$ cat src/rtl/assert_macros.svh
// assertion macros shared by the rtl files
`ifndef ASSERT_MACROS_SVH
`define ASSERT_MACROS_SVH

// property that must hold at every clock edge out of reset
`define ASSERT_ALWAYS(lbl, expr, msg) \
	lbl: assert property (@(posedge clk) disable iff (!arst_n) (expr)) else $error(msg);

// same-cycle implication
`define ASSERT_IMPLY(lbl, ante, cons, msg) \
	lbl: assert property (@(posedge clk) disable iff (!arst_n) (ante) |-> (cons)) \
		else $error(msg);

// next-cycle implication
`define ASSERT_NEXT(lbl, ante, cons, msg) \
	lbl: assert property (@(posedge clk) disable iff (!arst_n) (ante) |=> (cons)) \
		else $error(msg);

`endif

$ cat src/rtl/rms_pkg.sv
// types and constants of the rate monotonic scheduler
package rms_pkg;

	// opcodes of a request transaction
	localparam logic OP_LOAD = 1'b0;
	localparam logic OP_TICK = 1'b1;

	// configuration register indexes
	localparam logic REG_TASK_COUNT = 1'b0;

	localparam int PADDR_W = 3;
	localparam int PDATA_W = 32;
	localparam int TCNT_W = 5;

	// one task record as held in the table memory
	typedef struct packed {
		logic [15:0] exec_time;
		logic [15:0] period;
		logic [15:0] remaining;
		logic [31:0] next_rel;
	} rms_rec_t;

endpackage

$ cat src/rtl/rate_monotonic_scheduler_unit.sv
// rate monotonic scheduler top level: control, arithmetic and config port
//
//  channel | direction | handshake         | payload
//  req     | in        | req_valid/stall   | opcode, task_index, exec_time, period
//  rsp     | out       | rsp_valid/stall   | idle .. current_time, one per tick
//  apb     | in        | psel/penable      | task_count at byte address 0
//
// a load transaction gives no response
// a tick scans the first limit entries, one table entry a cycle (limit is task_count
// capped at MAX_TASKS), skipped when limit is 0, then drains, updates and finishes
// arst_n clears the table valid bits, counters, sums and the last choice
// rsp holds while rsp_stall is high; a finished tick waits in its last state until
// the response register is free, and req_stall stays high meanwhile
`include "assert_macros.svh"

module rate_monotonic_scheduler_unit #(
	parameter int MAX_TASKS = 16
) (
	input  logic                           clk,
	input  logic                           arst_n,
	// request channel
	input  logic                           req_valid,
	output logic                           req_stall,
	input  logic                           opcode,
	input  logic [3:0]                     task_index,
	input  logic [15:0]                    exec_time,
	input  logic [15:0]                    period,
	// response channel
	output logic                           rsp_valid,
	input  logic                           rsp_stall,
	output logic                           idle,
	output logic [3:0]                     running_task,
	output logic                           switched,
	output logic                           job_done,
	output logic [31:0]                    completion_time,
	output logic [31:0]                    turnaround,
	output logic [31:0]                    waiting,
	output logic [47:0]                    waiting_sum,
	output logic [47:0]                    turnaround_sum,
	output logic [31:0]                    current_time,
	// configuration port
	input  logic                           psel,
	input  logic                           penable,
	input  logic                           pwrite,
	input  logic [rms_pkg::PADDR_W-1:0]    paddr,
	input  logic [rms_pkg::PDATA_W-1:0]    pwdata,
	output logic [rms_pkg::PDATA_W-1:0]    prdata,
	output logic                           pready
);
	import rms_pkg::*;

	localparam int IDX_W = $clog2(MAX_TASKS);
	localparam int CNT_W = $clog2(MAX_TASKS + 1);

	typedef enum logic [2:0] {
		S_IDLE, S_SCAN, S_DRAIN, S_UPD_A, S_UPD_B, S_UPD_C, S_FIN
	} state_t;

	state_t              state_q;
	logic [TCNT_W-1:0]   task_count_q;
	logic [CNT_W-1:0]    limit;
	logic [CNT_W-1:0]    limit_q;
	logic [CNT_W-1:0]    rd_cnt_q;
	logic [CNT_W-1:0]    rd_nxt;
	logic                rd_vld_s1;
	logic [IDX_W-1:0]    rd_idx_s1;

	logic                found_q;
	logic [IDX_W-1:0]    best_idx_q;
	rms_rec_t            best_rec_q;
	logic                done_q;
	logic [15:0]         rem_q;
	logic [31:0]         tick_q;
	logic [31:0]         ct_q;
	logic [31:0]         tat_q;
	logic [31:0]         wt_q;
	logic [47:0]         wsum_q;
	logic [47:0]         tsum_q;

	logic                last_none_q;
	logic                last_idle_q;
	logic [IDX_W-1:0]    last_idx_q;
	logic                sw;

	logic                rsp_valid_q;
	logic                idle_q;
	logic [3:0]          running_q;
	logic                switched_q;
	logic                job_done_q;
	logic [31:0]         ct_out_q;
	logic [31:0]         tat_out_q;
	logic [31:0]         wt_out_q;
	logic [47:0]         wsum_out_q;
	logic [47:0]         tsum_out_q;
	logic [31:0]         time_out_q;

	logic                req_acc;
	logic                load_ok;
	logic                cand;
	logic                apb_wr;

	logic                tbl_we;
	logic [IDX_W-1:0]    tbl_waddr;
	rms_rec_t            tbl_wdata;
	logic                tbl_re;
	rms_rec_t            tbl_rdata;

	// handshake and load decode
	assign req_stall = (state_q != S_IDLE);
	assign req_acc   = req_valid && !req_stall;
	assign load_ok   = req_acc && (opcode == OP_LOAD) && (32'(task_index) < MAX_TASKS);

	// number of entries taking part, saturated to the table depth
	always_comb begin
		if (32'(task_count_q) > MAX_TASKS) begin
			limit = CNT_W'(MAX_TASKS);
		end else begin
			limit = CNT_W'(task_count_q);
		end
	end

	assign rd_nxt = rd_cnt_q + CNT_W'(1);

	// table port selection: loads, scan reads, job write-back
	always_comb begin
		tbl_re    = (state_q == S_SCAN);
		tbl_we    = 1'b0;
		tbl_waddr = IDX_W'(task_index);
		tbl_wdata = '{exec_time: exec_time, period: period,
			remaining: exec_time, next_rel: 32'd0};
		if (load_ok) begin
			tbl_we = 1'b1;
		end else if (state_q == S_UPD_C && found_q) begin
			tbl_we    = 1'b1;
			tbl_waddr = best_idx_q;
			tbl_wdata = best_rec_q;
			if (done_q) begin
				tbl_wdata.remaining = best_rec_q.exec_time;
				tbl_wdata.next_rel  = best_rec_q.next_rel + 32'(best_rec_q.period);
			end else begin
				tbl_wdata.remaining = rem_q;
			end
		end
	end

	rms_table #(
		.DEPTH (MAX_TASKS)
	) u_table (
		.clk    (clk),
		.arst_n (arst_n),
		.we     (tbl_we),
		.waddr  (tbl_waddr),
		.wdata  (tbl_wdata),
		.re     (tbl_re),
		.raddr  (rd_cnt_q[IDX_W-1:0]),
		.rdata  (tbl_rdata)
	);

	// released task with work left
	assign cand = rd_vld_s1 && (tick_q >= tbl_rdata.next_rel) && (tbl_rdata.remaining != 16'd0);

	// choice differs from the previous tick
	assign sw = last_none_q ||
		(found_q ? (last_idle_q || (last_idx_q != best_idx_q)) : !last_idle_q);

	// sequencer, arithmetic and response register
	always_ff @(posedge clk or negedge arst_n) begin
		if (!arst_n) begin
			state_q     <= S_IDLE;
			limit_q     <= '0;
			rd_cnt_q    <= '0;
			rd_vld_s1   <= 1'b0;
			rd_idx_s1   <= '0;
			found_q     <= 1'b0;
			best_idx_q  <= '0;
			done_q      <= 1'b0;
			tick_q      <= '0;
			wsum_q      <= '0;
			tsum_q      <= '0;
			last_none_q <= 1'b1;
			last_idle_q <= 1'b0;
			last_idx_q  <= '0;
			rsp_valid_q <= 1'b0;
		end else begin
			rd_vld_s1 <= tbl_re;
			rd_idx_s1 <= rd_cnt_q[IDX_W-1:0];
			if (rsp_valid_q && !rsp_stall && state_q != S_FIN) begin
				rsp_valid_q <= 1'b0;
			end

			// keep the best candidate seen so far
			if (cand && (!found_q || tbl_rdata.period < best_rec_q.period)) begin
				found_q    <= 1'b1;
				best_idx_q <= rd_idx_s1;
				best_rec_q <= tbl_rdata;
			end

			case (state_q)
				S_IDLE: begin
					if (req_acc && opcode == OP_TICK) begin
						found_q  <= 1'b0;
						done_q   <= 1'b0;
						limit_q  <= limit;
						rd_cnt_q <= '0;
						ct_q     <= tick_q + 32'd1;
						state_q  <= (limit == '0) ? S_UPD_A : S_SCAN;
					end
				end
				S_SCAN: begin
					rd_cnt_q <= rd_nxt;
					if (rd_nxt == limit_q) begin
						state_q <= S_DRAIN;
					end
				end
				S_DRAIN: begin
					state_q <= S_UPD_A;
				end
				S_UPD_A: begin
					rem_q   <= best_rec_q.remaining - 16'd1;
					tat_q   <= ct_q - best_rec_q.next_rel;
					state_q <= S_UPD_B;
				end
				S_UPD_B: begin
					done_q  <= found_q && (rem_q == 16'd0);
					wt_q    <= tat_q - 32'(best_rec_q.exec_time);
					state_q <= S_UPD_C;
				end
				S_UPD_C: begin
					if (done_q) begin
						tsum_q <= tsum_q + 48'(tat_q);
						wsum_q <= wsum_q + 48'(wt_q);
					end
					tick_q  <= ct_q;
					state_q <= S_FIN;
				end
				S_FIN: begin
					if (!rsp_valid_q || !rsp_stall) begin
						rsp_valid_q <= 1'b1;
						idle_q      <= !found_q;
						running_q   <= found_q ? 4'(best_idx_q) : 4'd0;
						switched_q  <= sw;
						job_done_q  <= done_q;
						ct_out_q    <= done_q ? ct_q : 32'd0;
						tat_out_q   <= done_q ? tat_q : 32'd0;
						wt_out_q    <= done_q ? wt_q : 32'd0;
						wsum_out_q  <= wsum_q;
						tsum_out_q  <= tsum_q;
						time_out_q  <= tick_q;
						last_none_q <= 1'b0;
						last_idle_q <= !found_q;
						last_idx_q  <= best_idx_q;
						state_q     <= S_IDLE;
					end
				end
				default: begin
					state_q <= S_IDLE;
				end
			endcase
		end
	end

	assign rsp_valid       = rsp_valid_q;
	assign idle            = idle_q;
	assign running_task    = running_q;
	assign switched        = switched_q;
	assign job_done        = job_done_q;
	assign completion_time = ct_out_q;
	assign turnaround      = tat_out_q;
	assign waiting         = wt_out_q;
	assign waiting_sum     = wsum_out_q;
	assign turnaround_sum  = tsum_out_q;
	assign current_time    = time_out_q;

	// configuration register
	assign apb_wr = psel && penable && pwrite && pready;
	assign pready = 1'b1;

	always_ff @(posedge clk or negedge arst_n) begin
		if (!arst_n) begin
			task_count_q <= '0;
		end else if (apb_wr && paddr[2] == REG_TASK_COUNT) begin
			task_count_q <= pwdata[TCNT_W-1:0];
		end
	end

	assign prdata = (paddr[2] == REG_TASK_COUNT) ? PDATA_W'(task_count_q) : '0;

	`ASSERT_IMPLY(a_scan_no_write, state_q == S_SCAN || state_q == S_DRAIN, !tbl_we, "write in scan")
	`ASSERT_IMPLY(a_best_in_range, found_q, CNT_W'(best_idx_q) < limit_q, "choice beyond limit")
	`ASSERT_NEXT(a_tick_step, state_q == S_UPD_C, tick_q == $past(tick_q) + 32'd1, "tick skipped")
	`ASSERT_IMPLY(a_done_not_idle, rsp_valid_q && job_done_q, !idle_q, "done on idle tick")

endmodule

$ cat src/rtl/rms_table.sv
// task table memory with per-entry valid bits and registered read
`include "assert_macros.svh"

module rms_table #(
	parameter int DEPTH = 16
) (
	input  logic                       clk,
	input  logic                       arst_n,
	input  logic                       we,
	input  logic [$clog2(DEPTH)-1:0]   waddr,
	input  rms_pkg::rms_rec_t          wdata,
	input  logic                       re,
	input  logic [$clog2(DEPTH)-1:0]   raddr,
	output rms_pkg::rms_rec_t          rdata
);
	import rms_pkg::*;

	rms_rec_t          mem [DEPTH];
	logic [DEPTH-1:0]  valid_q;
	rms_rec_t          rdata_s1;
	logic              rvalid_s1;

	// storage array, written and read one entry per cycle
	always_ff @(posedge clk) begin
		if (we) begin
			mem[waddr] <= wdata;
		end
		if (re) begin
			rdata_s1 <= mem[raddr];
		end
	end

	// valid bits, an entry never loaded reads as all zero
	always_ff @(posedge clk or negedge arst_n) begin
		if (!arst_n) begin
			valid_q   <= '0;
			rvalid_s1 <= 1'b0;
		end else begin
			if (we) begin
				valid_q[waddr] <= 1'b1;
			end
			if (re) begin
				rvalid_s1 <= valid_q[raddr];
			end
		end
	end

	assign rdata = rvalid_s1 ? rdata_s1 : '0;

	`ASSERT_ALWAYS(a_no_rw_overlap, !(we && re), "table read and write in one cycle")
	`ASSERT_NEXT(a_write_sets_valid, we, valid_q != '0, "valid bit not set after write")
	`ASSERT_IMPLY(a_invalid_reads_zero, !rvalid_s1, rdata == '0, "unloaded entry not zero")

endmodule

$ cat config.mk
export PLATFORM = sky130hd
export DESIGN_NAME = rate_monotonic_scheduler_unit
export DESIGN_NICKNAME = d
export VERILOG_FILES = /design/src/rtl/rms_pkg.sv /design/src/rtl/rate_monotonic_scheduler_unit.sv /design/src/rtl/rms_table.sv
export VERILOG_INCLUDE_DIRS = /design/src /design/src/rtl
export SDC_FILE = /design/constraint.sdc
export NUM_CORES = 2
export LEC_CHECK = 0
export ABC_AREA = 1
export ABC_CLOCK_PERIOD_IN_PS = 15550
export BUFFER_PORTS_ARGS = -buffer_cell sky130_fd_sc_hd__buf_4
export CAP_MARGIN = 20
export CORE_ASPECT_RATIO = 0.5
export CORE_MARGIN = 10
export CORE_UTILIZATION = 52
export CTS_CLUSTER_SIZE = 10
export DETAILED_ROUTE_END_ITERATION = 8
export GPL_TIMING_DRIVEN = 0
export PLACE_DENSITY = 0.67
export RECOVER_POWER = 100
export SLEW_MARGIN = 10
export SYNTH_ARGS = -nofsm -noshare
export SYNTH_HDL_FRONTEND = slang
export SYNTH_SLANG_ARGS = --single-unit
$ cat constraint.sdc
create_clock -name clk -period 15.55 [get_ports clk]
set_clock_uncertainty 0.1 [all_clocks]
set_input_delay 3.11 -clock clk [delete_from_list [all_inputs] [get_ports clk]]
set_output_delay 3.11 -clock clk [all_outputs]
set_load 0.01 [all_outputs]
# Word level (Yosys, flattened, before mapping)
# Memory sizes are Yosys's and may differ from the RTL's. A register that Yosys moved wholly into a read port is not among the register bits.
# Index checks and enable logic that the tools add are counted.
dict set report classes {
  n_eq_ne 12
  n_bitwise 3
  n_reduce_logical 41
  n_mux 33
  addsub 8
  n_lt_le_gt_ge 6
}
# cell n
set op_table {}
lappend op_table {{$mux W80} 2}
lappend op_table {{$add A48 B32 Y48} 2}
lappend op_table {{$mux W64} 1}
lappend op_table {{$add A32 B1 Y32 const B} 1}
lappend op_table {{$add A32 B16 Y32} 1}
lappend op_table {{$ge A32 B32 Y1} 1}
lappend op_table {{$mux W32} 1}
lappend op_table {{$sub A32 B16 Y32} 1}
lappend op_table {{$sub A32 B32 Y32} 1}
lappend op_table {{$pmux W3 S7} 1}
lappend op_table {{$logic_not A16 Y1} 1}
lappend op_table {{$lt A16 B16 Y1} 1}
lappend op_table {{$mux W16} 1}
lappend op_table {{$or A16 B16 Y16} 1}
lappend op_table {{$reduce_and A2 Y1} 8}
lappend op_table {{$reduce_bool A16 Y1} 1}
lappend op_table {{$sub A16 B1 Y16 const B} 1}
lappend op_table {{$mux W5} 3}
lappend op_table {{$logic_and A1 B1 Y1} 14}
lappend op_table {{$mux W1} 14}
lappend op_table {{$lt A4 B5 Y1 const B} 2}
lappend op_table {{$pmux W5 S2} 1}
lappend op_table {{$eq A3 B3 Y1 const B} 3}
lappend op_table {{$mux W3} 3}
lappend op_table {{23 further kinds} 37}
dict set report word_totals {
  ff_bits 604
  mem_bits_rw 1280
  memories 1
  wordCells 140
}
# memory depth word_bits rd rd_ports_with_merged_regs wr line_no
set mem_list {}
lappend mem_list {u_table.mem 16 80 1 1 1 rms_table.sv:18} ;# rms_rec_t mem [DEPTH];

# Depth between registers and ports, before layout
dict set report logic_depth {
  ltp_word 10
  depth_mapped 20
}

# Hierarchy
# Synthesis repeated with hierarchy kept, for this count alone.
dict set report unflattened {
  hier_cells 8241
  hier_area_um2 88244.6
}
# mod instances cells_each area_per_inst_um2 seq_area_each_um2
set by_module_without_submodules {}
lappend by_module_without_submodules {rms_table 1 4058 54019.3 41264.6}
lappend by_module_without_submodules {rate_monotonic_scheduler_unit 1 4183 34225.3 16807.4}

# Worst setup path before layout
# OpenSTA, ideal clock, no wires.
dict set report synth_path {
  kind {input -> register}
  start {in rsp_stall}
  end {reg ct_out_q[0], in the netlist completion_time[0] (enable)}
  stages 5
  arrival_time_ns 13.152
  slack_ns 1.470
  path_cell_list {nand2_1 inv_1 nor2_1 inv_1 nor2_1}
}
dict set report synth_via {
  elab_chain_len 3
}
# item line_no
set synth_lines {}
lappend synth_lines {{from (decl)} rate_monotonic_scheduler_unit.sv:30} ;# input logic rsp_stall,
lappend synth_lines {{$logic_not A1 Y1} rate_monotonic_scheduler_unit.sv:237} ;# if (!rsp_valid_q || !rsp_stall) begin
lappend synth_lines {{$logic_or A1 B1 Y1} rate_monotonic_scheduler_unit.sv:237}
lappend synth_lines {{$reduce_and A3 Y1 (no line)} n/a}
lappend synth_lines {{to (signal assigned)} rate_monotonic_scheduler_unit.sv:243} ;# ct_out_q <= done_q ? ct_q : 32'd0;
lappend synth_lines {{to (decl)} rate_monotonic_scheduler_unit.sv:90} ;# logic [31:0] ct_out_q;
# No other way between the ends.
# A chain may end at the register's enable or synchronous reset.

# Final worst setup path
dict set report layout_path {
  start {in arst_n}
  end {reg best_rec_q[69] (netlist name) (enable)}
}
dict set report layout_via {
  elab_chain_len 1
}
# item line_no
set layout_lines {}
lappend layout_lines {{from (decl)} rate_monotonic_scheduler_unit.sv:20} ;# input logic arst_n,
lappend layout_lines {{$reduce_and A2 Y1 (no line)} n/a}
lappend layout_lines {{to (signal assigned)} rate_monotonic_scheduler_unit.sv:195} ;# best_rec_q <= tbl_rdata;
lappend layout_lines {{to (decl)} rate_monotonic_scheduler_unit.sv:70} ;# rms_rec_t best_rec_q;
# No other way between the ends.

==> run metrics <==
fmax 0.0997 GHz; CTS root buf clkbuf_16; unique cell type count in the Yosys netlist 48; Die ar. around 180000 um2; Synth top area share 0.618; Worst EP arrival roughly 10000 ps; DP Area about 94000 um2; number of fill cells between 10000 and 15000; largest cells by area after synthesis edfxtp_1, nand2_1, o21ai_0; crit end category flip-flop; Sw Ratio 0.389; fin nets 8906; Port-buffer cells 287; TNS Setup 0 ps; sequential group share of total power 0.398; DR vias 64900; Layout Area Growth over Synthesis 12.6%; core area 165000 um2; H-tree levels 4; mean post-synth cell area about 11 um2; min Tclk post-route about 10000 ps; Synth Instances around 8000; first-pass GRT wire length 411000 um; R2R Path End u_table.mem[12][38]$_DFFE_PP_; Post-synth top cells edfxtp_1, nand2_1, nor2_1, o21ai_0, inv_1; Die Y 309 um; Residual DRC 0; worst slew pin tran 5610 ps; largest net degree at the start of global routing between 90 and 100; Worst Setup Start Kind input pin; outcome complete, but fails checks; sw power 6.93 mW; Routed Antenna Nets 0; PD cells approximately 180 nW/um2; Final Hold Vio Count 0; initial antenna violation count 14; hold-critical path depth 0; Resized Gates After CTS 0; Yosys reg bits 1964; final setup violating endpoints 0; Routed WL ~290000 um; Routed wire per std cell 26.2 um; Critical Path Source arst_n; Max-slew headroom -2.74; Pins Over Slew Limit approximately 1600; number of synthesized flops with an enable pin roughly 1800; worst-path cell with the longest stage delay clkbuf_1; Design Power 17.8 mW; RSZ-0062 raised after global routing false; vias in the first global route between 60000 and 70000; hold buffers post-CTS 0; synthesized cell area around 87000 um2; CP Data Required Time 16010 ps; Total GRT Usage 0.302; Sink Count slightly below 2000; hpwl dp 209000 um; Final Wtd Congestion about 0.99; Post-CTS Setup Inserts 0; Max Cap Viol 73; TritonCTS clock tree built; maximum clock insertion buffer count 4; R2R setup slack between 7000 and 8000 ps; most frequent cell after synthesis edfxtp_1; vias per inst 5.93; Finished Cell Area around 98000 um2; Yosys top cell by area edfxtp_1; DR pass1 iterations 8; failing checks max-capacitance violations, max-slew violations; hold_ws ~340 ps; Tcrit/Tclk final 0.645; RR Startpoint state_q[2]$_DFFE_PN0P_; grt total ovfl 0; worst reg2reg path depth 12; Yosys warnings 0; Iter 0 DRT Violations roughly 8300; Cell Chain, Critical Path clkbuf_1 > inv_1 > nor2_1 > clkbuf_1 > buf_16; # IOs 345; worst-path fanout max 88; internal cell power roughly 11 mW; Hold/Removal Path Class flip-flop to flip-flop; Synth async-reset ratio 0.0922; Worst Setup EP best_rec_q[69]$_SDFFCE_PN0P_; Clock transition at path regs ~60 ps; worst-skew pair later-pin latency 860 ps; VDD IR max approximately 0.1 mV; Min-Delay Startpoint wsum_q[7]$_DFFE_PN0P_; register area share after synthesis 0.670; slowest stage delay, CP between 3000 and 4000 ps; Top cell by count, worst path clkbuf_1; Post-synth top flop edfxtp_1; Starting Density 0.526; leak pwr 37.3 nW; layout cells sized above 1 0.0457; worst setup path class input pin to flip-flop; combinational power share 0.341; total CTS buffers 223; final core utilization 0.592; share of total power in the clock network 0.261; Die X 597 um; Row Count roughly 110
==> cells in the final DEF (no fill, tap or decap), types with 215 or more instances in the layout <==
| master | count |
|---|---|
| nand3_1 | 215 |
| clkbuf_1 | 733 |
| o21ai_0 | 940 |
| nor2_1 | 1130 |
| nand2_1 | 1409 |
| inv_1 | 717 |
| clkbuf_16 | 224 |
| edfxtp_1 | 1783 |
| a21oi_1 | 246 |
| o22ai_1 | 385 |
==> worst min-delay path by stage <==
stage	to
3_3_place_gp	last_none_q$_DFFE_PN1P_
6_report	waiting_sum[7]$_DFFE_PP_
4_1_cts	waiting_sum[7]$_DFFE_PP_
5_1_grt	waiting_sum[7]$_DFFE_PP_
2_1_floorplan	rd_idx_s1[0]$_DFF_PN0_
3_5_place_dp	rd_idx_s1[3]$_DFF_PN0_
==> metrics by stage <==
step | cells | setup WS (ps)
2_1_floorplan | 8002 | 1470
3_3_place_gp | 10500 | -5390
3_5_place_dp | 10600 | 8860
4_1_cts | 10900 | 8860
5_1_grt | 10900 | 4610
6_report | 10900 | 5520
==> state kept, by name (all words and copies together) (netlist names), 16 cells and up <==
register,flops
best_rec_q,80
completion_time,32
ct_q,32
current_time,32
rem_q,16
tat_q,32
tick_q,32
tsum_q,48
turnaround,32
turnaround_sum,48
u_table.mem,1280
u_table.rdata_s1,80
u_table.valid_q,16
waiting,32
waiting_sum,48
wsum_q,48
wt_q,32
==> worst max-delay path: cells and delay by family <==
family / cells / cell delay (ps)
and+or+nand+nor: 1 / 960
buffers and inverters: 4 / 6190
==> cells by family (layout without fill, tap and decap cells) <==
logic type      after synthesis  in the layout  synth area share
simple gates               2947           2947             0.136
flops                      1964           1964             0.670
compound gates             1669           1669             0.105
buf+inv                    1088           1830            0.0493
fa+ha+maj                   182            182            0.0267
xor+xnor                    124            124            0.0125
other cells                   2             39         0.0000867
==> layout make-up <==
cell class / instances / area [um2] / area share
Sequential cell: 1964 / 58100 / 0.595
Multi-Input combinational cell: 4950 / 24400 / 0.250
Clock buffer: 317 / 5990 / 0.0615
Tap cell: 2193 / 2740 / 0.0281
Inverter: 725 / 2720 / 0.0279
Timing Repair Buffer: 418 / 1980 / 0.0203
Buffer: 363 / 1530 / 0.0157
Clock inverter: 7 / 111 / 0.00114
Antenna cell: 11 / 27.5 / 0.000282
==> layer usage <==
layer  up-vias  wire length [um]  global-route usage
met1     31400            113000               0.413
met3       641             36700              0.0896
li1      29000                 -                   -
met5         -                55                   0
met2      3854            125000               0.458
met4         8             12200               0.111
==> power groups by stage <==
stage / logic (mW) / registers (mW) / clock network, mW
2_1_floorplan: 3.63 / 6.95 / 0
3_3_place_gp: 5.76 / 7.23 / 0
3_5_place_dp: 5.98 / 7.15 / 0
4_1_cts: 6.01 / 7.05 / 4.65
5_1_grt: 6.57 / 7.11 / 4.88
6_report: 6.08 / 7.09 / 4.64
(Power assumes the default switching activity.)
